==> src/sv/icr_pkg.sv <==
package icr_pkg;

    localparam int CFG_INDEX_BITS = 2;

    localparam logic [CFG_INDEX_BITS-1:0] REG_MODULUS    = 2'd0;
    localparam logic [CFG_INDEX_BITS-1:0] REG_MULTIPLIER = 2'd1;
    localparam logic [CFG_INDEX_BITS-1:0] REG_INCREMENT  = 2'd2;
    localparam logic [CFG_INDEX_BITS-1:0] REG_SEED       = 2'd3;

    localparam int unsigned RESET_MODULUS    = 65521;
    localparam int unsigned RESET_MULTIPLIER = 1;
    localparam int unsigned RESET_INCREMENT  = 3;
    localparam int unsigned RESET_SEED       = 2;

    typedef enum logic [3:0] {
        OP_NONE,
        OP_DIV_X,
        OP_DIV_EU,
        OP_DIV_INC,
        OP_DIV_STEP,
        OP_EU_INIT,
        OP_EU_UPD,
        OP_INV,
        OP_MUL_STEP,
        OP_FINISH
    } t_op;

    typedef struct packed {
        t_op op;
    } t_cmd;

    typedef struct packed {
        logic div_last;
        logic rc_zero;
        logic mul_last;
    } t_status;

endpackage

==> src/sv/inversive_congruential_rng_unit.sv <==
// Inversive congruential generator: each item whose step request is set replaces the
// residue x with (multiplier * inverse(x) + increment) mod modulus and delivers the new
// residue as one result item; an item with the flag clear is accepted and gives nothing.
// A residue without an inverse contributes a zero product. The modular inverse is
// found by the extended Euclidean algorithm on a shared shift-subtract divider that produces
// one quotient bit per cycle. An item reduces the residue, starts the Euclid loop, runs
// its steps (each a division and an update) until the remainder is zero, closes the loop,
// performs the bit-serial multiply-mod over the multiplier bits, reduces the increment
// and then delivers the result. The length of the Euclid sequence sets the spread in how
// long an item takes; reducing a residue or an increment takes longer the further its
// leading bit lies above that of the modulus. Writing the seed register also loads the
// residue.
// The result register lets the finished item wait while the next item is accepted; the
// next item then cannot finish until the waiting result is taken.
module inversive_congruential_rng_unit #(
    parameter int VALUE_BITS = 16
) (
    input  logic                              i_clk,
    input  logic                              i_rst_n,
    input  logic                              i_valid,
    output logic                              o_stall,
    input  logic                              i_step_request,
    output logic                              o_valid,
    input  logic                              i_stall,
    output logic [VALUE_BITS-1:0]             o_random_value,
    input  logic                              i_cfg_we,
    input  logic [icr_pkg::CFG_INDEX_BITS-1:0] i_cfg_index,
    input  logic [VALUE_BITS-1:0]             i_cfg_data
);
    import icr_pkg::*;

    t_cmd    cmd;
    t_status status;

    icr_controller u_controller (
        .i_clk          (i_clk),
        .i_rst_n        (i_rst_n),
        .i_valid        (i_valid),
        .i_step_request (i_step_request),
        .o_stall        (o_stall),
        .o_valid        (o_valid),
        .i_stall        (i_stall),
        .i_status       (status),
        .o_cmd          (cmd)
    );

    icr_datapath #(
        .VALUE_BITS (VALUE_BITS)
    ) u_datapath (
        .i_clk       (i_clk),
        .i_rst_n     (i_rst_n),
        .i_cfg_we    (i_cfg_we),
        .i_cfg_index (i_cfg_index),
        .i_cfg_data  (i_cfg_data),
        .i_cmd       (cmd),
        .o_status    (status),
        .o_value     (o_random_value)
    );

endmodule

==> src/sv/icr_datapath.sv <==
module icr_datapath #(
    parameter int VALUE_BITS = 16
) (
    input  logic                              i_clk,
    input  logic                              i_rst_n,
    input  logic                              i_cfg_we,
    input  logic [icr_pkg::CFG_INDEX_BITS-1:0] i_cfg_index,
    input  logic [VALUE_BITS-1:0]             i_cfg_data,
    input  icr_pkg::t_cmd                     i_cmd,
    output icr_pkg::t_status                  o_status,
    output logic [VALUE_BITS-1:0]             o_value
);
    import icr_pkg::*;

    localparam int TW = VALUE_BITS + 2;
    localparam int CW = $clog2(VALUE_BITS);

    function automatic logic [CW-1:0] msb_pos(input logic [VALUE_BITS-1:0] v);
        logic [CW-1:0] p;
        p = '0;
        for (int i = 0; i < VALUE_BITS; i++) begin
            if (v[i]) begin
                p = CW'(i);
            end
        end
        return p;
    endfunction

    logic [VALUE_BITS-1:0] r_modulus;
    logic [VALUE_BITS-1:0] r_multiplier;
    logic [VALUE_BITS-1:0] r_increment;
    logic [VALUE_BITS-1:0] r_residue;

    logic [VALUE_BITS-1:0] r_rem;
    logic [VALUE_BITS-1:0] r_ds;
    logic [CW-1:0]         r_cnt;
    logic signed [TW-1:0]  r_acc;
    logic [VALUE_BITS-1:0] r_rp;
    logic [VALUE_BITS-1:0] r_rc;
    logic signed [TW-1:0]  r_tp;
    logic signed [TW-1:0]  r_tc;
    logic [VALUE_BITS-1:0] r_inv;
    logic [VALUE_BITS-1:0] r_hacc;
    logic [CW-1:0]         r_hidx;
    logic [VALUE_BITS-1:0] r_out;

    logic [VALUE_BITS-1:0] m_eff;
    logic signed [TW-1:0]  m_s;
    logic [VALUE_BITS:0]   m_w;
    logic [VALUE_BITS-1:0] div_num;
    logic [VALUE_BITS-1:0] div_den;
    logic [CW-1:0]         pa;
    logic [CW-1:0]         pb;
    logic [CW-1:0]         shift;
    logic [VALUE_BITS-1:0] ds_init;
    logic                  ge;
    logic [VALUE_BITS-1:0] rem_step;
    logic signed [TW-1:0]  acc_step;
    logic signed [TW-1:0]  tp_adj;
    logic signed [TW-1:0]  inv_full;
    logic [VALUE_BITS-1:0] inv_val;
    logic [VALUE_BITS:0]   s1;
    logic [VALUE_BITS:0]   s1r;
    logic [VALUE_BITS:0]   s2;
    logic [VALUE_BITS:0]   s2r;
    logic [VALUE_BITS:0]   sum;
    logic [VALUE_BITS:0]   sumr;

    assign m_eff = (r_modulus < VALUE_BITS'(2)) ? VALUE_BITS'(1) : r_modulus;
    assign m_s   = signed'({2'b00, m_eff});
    assign m_w   = {1'b0, m_eff};

    always_comb begin
        case (i_cmd.op)
            OP_DIV_X: begin
                div_num = r_residue;
                div_den = m_eff;
            end
            OP_DIV_EU: begin
                div_num = r_rp;
                div_den = r_rc;
            end
            default: begin
                div_num = r_increment;
                div_den = m_eff;
            end
        endcase
    end

    assign pa      = msb_pos(div_num);
    assign pb      = msb_pos(div_den);
    assign shift   = (pa > pb) ? pa - pb : '0;
    assign ds_init = div_den << shift;

    assign ge       = (r_rem >= r_ds);
    assign rem_step = ge ? r_rem - r_ds : r_rem;
    assign acc_step = r_acc + r_acc + (ge ? r_tc : TW'(0));

    assign tp_adj   = r_tp[TW-1] ? r_tp + m_s : r_tp;
    assign inv_full = (tp_adj >= m_s) ? tp_adj - m_s : tp_adj;
    assign inv_val  = (r_rp == VALUE_BITS'(1)) ? inv_full[VALUE_BITS-1:0] : '0;

    assign s1  = {r_hacc, 1'b0};
    assign s1r = (s1 >= m_w) ? s1 - m_w : s1;
    assign s2  = s1r + (r_multiplier[r_hidx] ? {1'b0, r_inv} : '0);
    assign s2r = (s2 >= m_w) ? s2 - m_w : s2;

    assign sum  = {1'b0, r_hacc} + {1'b0, r_rem};
    assign sumr = (sum >= m_w) ? sum - m_w : sum;

    always_ff @(posedge i_clk) begin
        if (!i_rst_n) begin
            r_modulus    <= VALUE_BITS'(RESET_MODULUS);
            r_multiplier <= VALUE_BITS'(RESET_MULTIPLIER);
            r_increment  <= VALUE_BITS'(RESET_INCREMENT);
            r_residue    <= VALUE_BITS'(RESET_SEED);
        end else begin
            if (i_cfg_we) begin
                case (i_cfg_index)
                    REG_MODULUS:    r_modulus    <= i_cfg_data;
                    REG_MULTIPLIER: r_multiplier <= i_cfg_data;
                    REG_INCREMENT:  r_increment  <= i_cfg_data;
                    REG_SEED:       r_residue    <= i_cfg_data;
                    default: ;
                endcase
            end
            if (i_cmd.op == OP_FINISH) begin
                r_residue <= sumr[VALUE_BITS-1:0];
            end
        end
    end

    always_ff @(posedge i_clk) begin
        case (i_cmd.op)
            OP_DIV_X, OP_DIV_EU, OP_DIV_INC: begin
                r_rem <= div_num;
                r_ds  <= ds_init;
                r_cnt <= shift;
                r_acc <= '0;
            end
            OP_DIV_STEP: begin
                r_rem <= rem_step;
                r_ds  <= r_ds >> 1;
                r_cnt <= r_cnt - CW'(1);
                r_acc <= acc_step;
            end
            OP_EU_INIT: begin
                r_rp <= m_eff;
                r_rc <= r_rem;
                r_tp <= '0;
                r_tc <= TW'(1);
            end
            OP_EU_UPD: begin
                r_rp <= r_rc;
                r_rc <= r_rem;
                r_tp <= r_tc;
                r_tc <= r_tp - r_acc;
            end
            OP_INV: begin
                r_inv  <= inv_val;
                r_hacc <= '0;
                r_hidx <= CW'(VALUE_BITS - 1);
            end
            OP_MUL_STEP: begin
                r_hacc <= s2r[VALUE_BITS-1:0];
                r_hidx <= r_hidx - CW'(1);
            end
            OP_FINISH: begin
                r_out <= sumr[VALUE_BITS-1:0];
            end
            default: ;
        endcase
    end

    assign o_status.div_last = (r_cnt == '0);
    assign o_status.rc_zero  = (r_rc == '0);
    assign o_status.mul_last = (r_hidx == '0);
    assign o_value           = r_out;

endmodule

==> src/sv/icr_controller.sv <==
module icr_controller (
    input  logic             i_clk,
    input  logic             i_rst_n,
    input  logic             i_valid,
    input  logic             i_step_request,
    output logic             o_stall,
    output logic             o_valid,
    input  logic             i_stall,
    input  icr_pkg::t_status i_status,
    output icr_pkg::t_cmd    o_cmd
);
    import icr_pkg::*;

    typedef enum logic [9:0] {
        S_IDLE    = 10'b0000000001,
        S_X_RUN   = 10'b0000000010,
        S_EU_INIT = 10'b0000000100,
        S_EU_TEST = 10'b0000001000,
        S_EU_RUN  = 10'b0000010000,
        S_EU_UPD  = 10'b0000100000,
        S_MUL     = 10'b0001000000,
        S_INC_SET = 10'b0010000000,
        S_INC_RUN = 10'b0100000000,
        S_OUT     = 10'b1000000000
    } t_state;

    t_state r_state;
    t_state n_state;
    logic   r_out_valid;
    logic   n_out_valid;
    logic   can_write;

    assign can_write = !r_out_valid || !i_stall;

    always_comb begin
        n_state  = r_state;
        o_cmd.op = OP_NONE;
        case (r_state)
            S_IDLE: begin
                if (i_valid && i_step_request) begin
                    o_cmd.op = OP_DIV_X;
                    n_state  = S_X_RUN;
                end
            end
            S_X_RUN: begin
                o_cmd.op = OP_DIV_STEP;
                if (i_status.div_last) begin
                    n_state = S_EU_INIT;
                end
            end
            S_EU_INIT: begin
                o_cmd.op = OP_EU_INIT;
                n_state  = S_EU_TEST;
            end
            S_EU_TEST: begin
                if (i_status.rc_zero) begin
                    o_cmd.op = OP_INV;
                    n_state  = S_MUL;
                end else begin
                    o_cmd.op = OP_DIV_EU;
                    n_state  = S_EU_RUN;
                end
            end
            S_EU_RUN: begin
                o_cmd.op = OP_DIV_STEP;
                if (i_status.div_last) begin
                    n_state = S_EU_UPD;
                end
            end
            S_EU_UPD: begin
                o_cmd.op = OP_EU_UPD;
                n_state  = S_EU_TEST;
            end
            S_MUL: begin
                o_cmd.op = OP_MUL_STEP;
                if (i_status.mul_last) begin
                    n_state = S_INC_SET;
                end
            end
            S_INC_SET: begin
                o_cmd.op = OP_DIV_INC;
                n_state  = S_INC_RUN;
            end
            S_INC_RUN: begin
                o_cmd.op = OP_DIV_STEP;
                if (i_status.div_last) begin
                    n_state = S_OUT;
                end
            end
            S_OUT: begin
                if (can_write) begin
                    o_cmd.op = OP_FINISH;
                    n_state  = S_IDLE;
                end
            end
            default: begin
                n_state = S_IDLE;
            end
        endcase
    end

    always_comb begin
        n_out_valid = r_out_valid;
        if (r_out_valid && !i_stall) begin
            n_out_valid = 1'b0;
        end
        if (o_cmd.op == OP_FINISH) begin
            n_out_valid = 1'b1;
        end
    end

    always_ff @(posedge i_clk) begin
        if (!i_rst_n) begin
            r_state     <= S_IDLE;
            r_out_valid <= 1'b0;
        end else begin
            r_state     <= n_state;
            r_out_valid <= n_out_valid;
        end
    end

    assign o_stall = (r_state != S_IDLE);
    assign o_valid = r_out_valid;

endmodule
==> config.mk <==
export PLATFORM = sky130hd
export DESIGN_NAME = inversive_congruential_rng_unit
export DESIGN_NICKNAME = d
export VERILOG_FILES = /design/src/sv/icr_pkg.sv /design/src/sv/inversive_congruential_rng_unit.sv /design/src/sv/icr_datapath.sv /design/src/sv/icr_controller.sv
export SDC_FILE = /design/constraint.sdc
export NUM_CORES = 1
export LEC_CHECK = 0
export ABC_AREA = 1
export BUFFER_PORTS_ARGS = -buffer_cell sky130_fd_sc_hd__clkbuf_2
export CAP_MARGIN = 20
export CORE_UTILIZATION = 40
export CTS_BUF_LIST = sky130_fd_sc_hd__clkbuf_4 sky130_fd_sc_hd__clkbuf_8
export CTS_CLUSTER_DIAMETER = 30
export DETAILED_ROUTE_END_ITERATION = 10
export GPL_ROUTABILITY_DRIVEN = 0
export SLEW_MARGIN = 15
export SYNTH_ARGS = -nofsm -noshare
export SYNTH_HDL_FRONTEND = slang
export SYNTH_HIERARCHICAL = 1
export SYNTH_SLANG_ARGS = --single-unit
==> constraint.sdc <==
create_clock -name i_clk -period 5.8 [get_ports i_clk]
set_input_delay 0.29 -clock i_clk [delete_from_list [all_inputs] [get_ports i_clk]]
set_output_delay 0.29 -clock i_clk [all_outputs]
set_load 0.03 [all_outputs]
# After elaboration in Yosys (flattened, before gate mapping)
# Cells that the tools add are included.
# op_classes
add_sub_neg	14
n_mul	0
div	0
n_lt_le_gt_ge	8
eq_ne	31
n_shift	1
mux	70
bitwise_logic	0
reduce_logical	25
# ops
operator	count
16-bit two-way mux	10
16-bit case mux with 2 select lines	5
18-bit case mux with 2 select lines	3
10-bit case mux with 9 select lines	1
4-bit two-way mux	18
16-bit subtractor	4
10-bit two-way mux	6
17-bit by 16-bit >= comparator with 1-bit output	3
18-bit adder	2
18-bit two-way mux	2
4-bit case mux with 8 select lines	1
3-bit two-way mux	9
18-bit by 17-bit adder with 18-bit output	1
18-bit by 17-bit >= comparator with 1-bit output	1
18-bit subtractor	1
16-bit by 16-bit adder with 17-bit output	1
17-bit by 16-bit adder with 17-bit output	1
17-bit two-way mux	1
17-bit by 16-bit subtractor with 17-bit output	1
16-bit by 1-bit == test with 1-bit output (second input constant)	1
4-bit by 3-bit == test with 1-bit output (second input constant)	4
16-bit >= comparator	1
16-bit logical NOT	1
16-bit by 2-bit less-than comparator with 1-bit output (second input constant)	1
other kinds (38)	70
# totals
reg_bits	249
latch_bits	0
mem_bits_rw	0
rom_bits	0
in_bits	24
output_inout_bits	18
wordCells	167
mem_count	0

# Logic depth before layout (Yosys ltp)
# depth
ltp_word	25
depth_mapped	42
depth_no_buf	41

# By module
# The synthesis kept the hierarchy.
# by_module_without_submodules
mod	n_inst	cells_each	area_per_inst_um2
icr_datapath	1	2615	19356.1
icr_controller	1	148	975.9

# Worst setup path after synthesis
# No wires, ideal clock.
# synth_timing
kind	reg-to-reg
startpoint	register u_controller.r_state[9]
endpoint	register u_datapath.r_rc[0], enable pin
t_arrival_ps	4839
required_ps	5283
slack_ps	444
path_stages_with_launch	10
period_less_slack_ps	5356
path_cell_list	dfxtp_1 nor2_4 nand2_4 nor2_2 nand2_1 o21ai_0 inv_1 nand4_1 nand2_1 a21oi_1
# synth_lines
element	line	source
from (decl)	icr_controller.sv:27	t_state r_state;
from (signal assigned)	icr_controller.sv:117	r_state <= n_state;
to (signal assigned)	icr_datapath.sv:149	r_rc <= r_rem;
to (signal assigned)	icr_datapath.sv:155	r_rc <= r_rem;
to (decl)	icr_datapath.sv:39	logic [VALUE_BITS-1:0] r_rc;

# Final worst setup path
# layout_timing
startpoint	register u_datapath.r_hacc[13]
endpoint	register u_datapath.r_hacc[7] (data pin)
# layout_via
elab_chain_len	6
# layout_lines
element	line	source
from (decl)	icr_datapath.sv:43	logic [VALUE_BITS-1:0] r_hacc;
from (signal assigned)	icr_datapath.sv:165	r_hacc <= s2r[VALUE_BITS-1:0];
17-bit by 16-bit subtractor with 17-bit output or 17-bit by 16-bit >= comparator with 1-bit output (tied branches)	icr_datapath.sv:104	assign s1r = (s1 >= m_w) ? s1 - m_w : s1;
17-bit two-way mux *	icr_datapath.sv:104	
17-bit by 16-bit adder with 17-bit output *	icr_datapath.sv:105	assign s2 = s1r + (r_multiplier[r_hidx] ? {1'b0, r_inv} : '0);
17-bit by 16-bit >= comparator with 1-bit output or 16-bit subtractor (tied branches)	icr_datapath.sv:106	assign s2r = (s2 >= m_w) ? s2 - m_w : s2;
16-bit two-way mux *	icr_datapath.sv:106	
16-bit case mux with 2 select lines *	icr_datapath.sv:134	case (i_cmd.op)
# Mark *: on every way between the ends. The rest lies on a longest branch, timed or not.
# A chain may end at the register's enable or synchronous reset.

==> impl_metrics.csv <==
group,metric,value,unit
run_status,outcome,"finished, final reports clean",
finish,regArea,0.00673,mm^2
global_route,grt_pass1_wl,100000,um
synthesis,synth_flop_cell,"edfxtp_1",
timing,setup-violations-final,0,
setup_path,rr_startpoint,"u_datapath/r_hacc[13]",
timing,slew_viol_final,0,
global_route,grtUsageTotal,0.252,
hold_path,holdCritPathClass,"input port to flop",
placement,port_buffers,41,
synthesis,yosysWarnings,6,
finish,multi_input_area,0.0121,mm^2
synthesis,synth_cell_types,69,
placement,post-dp-hpwl,49700,um
global_route,grt_max_degree,69,
hold_path,whs_endpoint,"u_datapath/r_multiplier[10]",
setup_path,start_kind,"flop",
synthesis,synthAdderAreaFrac,0.114,
cts,cts.reportedPaths.clkPinSlew,0.05,ns
drt,wl_met3,4850,um
drt,vias,19500,
global_route,overflow,0,
synthesis,synthMuxAreaShare,0.000985,
setup_path,r2r_cells,30,
run,max_cap_violations,0,
finish,postLayoutCellArea,0.0235,mm^2
cts,cts_sinks,249,
finish,drive_gt1_frac,0.134,
setup_path,slowest_delay,0.53,ns
cts,cts_max_path_buffers,3,
drt,ant_nets,0,
drt,wl_met1,28300,um
finish,fillers,4943,
floorplan,die_w,227,um
synthesis,synth-edff-count,174,
floorplan,io_pins,42,
timing,fmax,0.179,GHz
synthesis,synth_compound_area_frac,0.172,
drt,wl_per_cell,18.1,um
global_route,antenna_found_initial,0,
finish,diodes,0,
synthesis,synthArstFlopShare,0,
floorplan,start_util,0.405,
timing,relSlewSlack,0.339,
cts,cts_tree,"built",
synthesis,synth-seq-area-share,0.331,
placement,dp_cells,3444,
cts,cts_buffers,72,
pwr,p_leak,0.0110,uW
timing,worstMarginPinSlew,0.989,ns
synthesis,synth_top_family_by_area,"simple AND/OR/NAND/NOR gates",
drt,top_layer,"met4",
timing,finalHoldViolCount,0,
drt,drtIter0Drc,1684,
finish,final_cells,3603,
setup_path,reg2reg_setup_slack,0.20,ns
pwr,peakVddDrop,177,uV
cts,cts-root-buf,"clkbuf_8",
timing,hold_ws,0.0625,ns
placement,post_dp_cell_area,0.0214,mm^2
synthesis,syn_area,0.0203,mm^2
synthesis,ys_ff_latch,249,
synthesis,syn-num-nets,2966,
drt,wl_met2,28700,um
finish,fin_nets,3075,
floorplan,rows,82,
synthesis,syn_inst,2763,
finish,post-route-util,0.469,
drt,remaining_drc_errors,0,
drt,drt_wl_total,65100,um
timing,period_minus_slack,5.60,ns
global_route,grt_pass1_vias,18300,
setup_path,worstSetupPathType,"flop to flop",
setup_path,reg2reg_to,"u_datapath/r_hacc[7]",
timing,finalCritPeriodShare,0.965,
setup_path,end_kind,"flop",
setup_path,crit_fanout,13,
floorplan,core,0.0502,mm^2
floorplan,die-area,0.0517,mm^2
hold_path,min_from,"i_cfg_data[10]",
drt,dr.pass1.iters,5,
cts,htree_levels,3,
synthesis,yosys.area_share.simple,0.253,
timing,fin_skew,0.0458,ns
drt,avgViaCountPerCell,5.42,
cts,insertion_delay,0.66,ns
setup_path,critPathArrivalTime,5.94,ns
pwr,power.density,386,mW/mm^2
synthesis,synth_xor_area_frac,0.0435,
floorplan,fp.dieH,227,um
hold_path,hold-path-cell-count,3,
setup_path,crit_required,6.14,ns
setup_path,slowest_stage,"edfxtp_1",
finish,syn2layout_area_growth,15.6,%
synthesis,avgSynthCellArea,7.36,um^2
power by group:
part | total, uW | switching, uW | internal [uW]
clock | 2790 | 1030 | 1760
combinational | 3770 | 2510 | 1260
sequential | 2500 | 230 | 2270
total | 9070 | 3770 | 5290
per-stage QoR:
stage	power, uW	setup WS [ns]	setup TNS, ns
6_report	9070	0.202	0
5_1_grt	9690	-0.0437	-0.160
4_1_cts	9030	0.00539	0
3_5_place_dp	6180	0.0514	0
3_3_place_gp	6130	0.136	0
2_1_floorplan	5220	0.444	0
cell families (layout without fill, tap and decap cells):
kind of cell | Yosys count | after routing
fa+ha+maj | 179 | 179
buf+inv | 443 | 610
flops | 249 | 249
compound gates | 616 | 616
mux | 2 | 2
simple gates | 1173 | 1174
xor+xnor | 101 | 101
how the worst max path moves through the flow:
stage	cells past startpoint	start	slack, ns	to
finish	30	u_datapath/r_hacc[13]	0.20	u_datapath/r_hacc[7]
floorplan	9	u_controller/r_state[9]	0.44	u_datapath/r_rc[0]
global route	37	u_datapath/r_rc[14]	-0.04	u_datapath/r_ds[3]
CTS	31	u_datapath/r_modulus[11]	0.005	u_datapath/r_hacc[0]
global placement	33	u_datapath/r_rc[14]	0.14	u_datapath/r_ds[14]
detailed placement	31	u_datapath/r_modulus[11]	0.05	u_datapath/r_hacc[0]
cell type report:
type | count | area share
clock buffer | 86 | 0.0479
sequential | 249 | 0.286
timing repair inverter | 1 | 0.000319
multi-input combinational | 2072 | 0.515
inverter | 363 | 0.0585
timing repair buffer | 113 | 0.0336
tap | 672 | 0.0358
clock inverter | 47 | 0.0228
cell usage after synthesis (all sizes together) (6+ instances only):
cell / n / share of area
clkbuf: 57 / 0.011
nand4: 35 / 0.011
nor4: 13 / 0.0043
fa: 11 / 0.011
dfxtp: 75 / 0.074
o22ai: 9 / 0.0028
o21a: 6 / 0.0022
edfxtp: 174 / 0.26
xnor2: 34 / 0.015
o211ai: 35 / 0.013
xor2: 67 / 0.029
o21ai: 250 / 0.063
ha: 168 / 0.10
o21bai: 7 / 0.0026
buf: 23 / 0.0081
a21boi: 9 / 0.0033
inv: 360 / 0.067
a21oi: 242 / 0.063
nor3: 24 / 0.0066
a21o: 18 / 0.0066
nor2: 264 / 0.053
a31oi: 16 / 0.0049
nand3: 153 / 0.042
or2: 14 / 0.0043
nand2: 658 / 0.13
registers in the layout, summed over array words and instances (netlist names), 10 cells and up:
register,flops
u_datapath/r_multiplier,16
u_datapath/r_modulus,16
u_datapath/r_rc,16
u_datapath/r_increment,16
u_datapath/r_inv,16
u_datapath/r_tc,18
u_datapath/r_acc,18
u_datapath/r_rem,16
u_datapath/r_ds,16
u_controller/r_state,10
u_datapath/r_tp,18
u_datapath/o_value,16
u_datapath/r_rp,16
u_datapath/r_hacc,16
u_datapath/r_residue,16
what timing repair did:
item                                    4_1_cts  5_1_grt
hold buffers                                 10        0
endpoints found under the hold margin        15        0
endpoints found under the setup margin        0       33
setup buffers                                 0       14
resized for setup                             0       54
critical path: cells and delay by family, from the launching register on:
kind | cells | cell delay, ns
flip-flops | 1 | 0.53
AND/OR/NAND/NOR | 10 | 1.29
AO/OA/AOI/OAI | 11 | 1.60
buffers and inverters | 5 | 0.52
XOR/XNOR | 1 | 0.27
adder cells (fa/ha/maj) | 3 | 1.08
layer usage:
layer  up-vias  global-route usage
li1       9557                   -
met4         0               0.138
met3       169              0.0457
met5         -                   0
met2       758               0.396
met1      9038               0.327
placed cells by master, fill, tap and decap left out, types with 20 or more instances in the layout:
cell and count:
nand2_1 629, inv_1 338, nor2_1 242, a21oi_1 219, o21ai_0 210, edfxtp_1 174, ha_1 160, nand3_1 136
clkbuf_8 77, dfxtp_1 69, xor2_1 67, buf_4 59, clkbuf_2 41, nand4_1 35, o211ai_1 35, xnor2_1 34
o21ai_1 30, nand2_2 22, nor3_1 20, a21oi_2 20
Power figures use the tool's default switching activity.
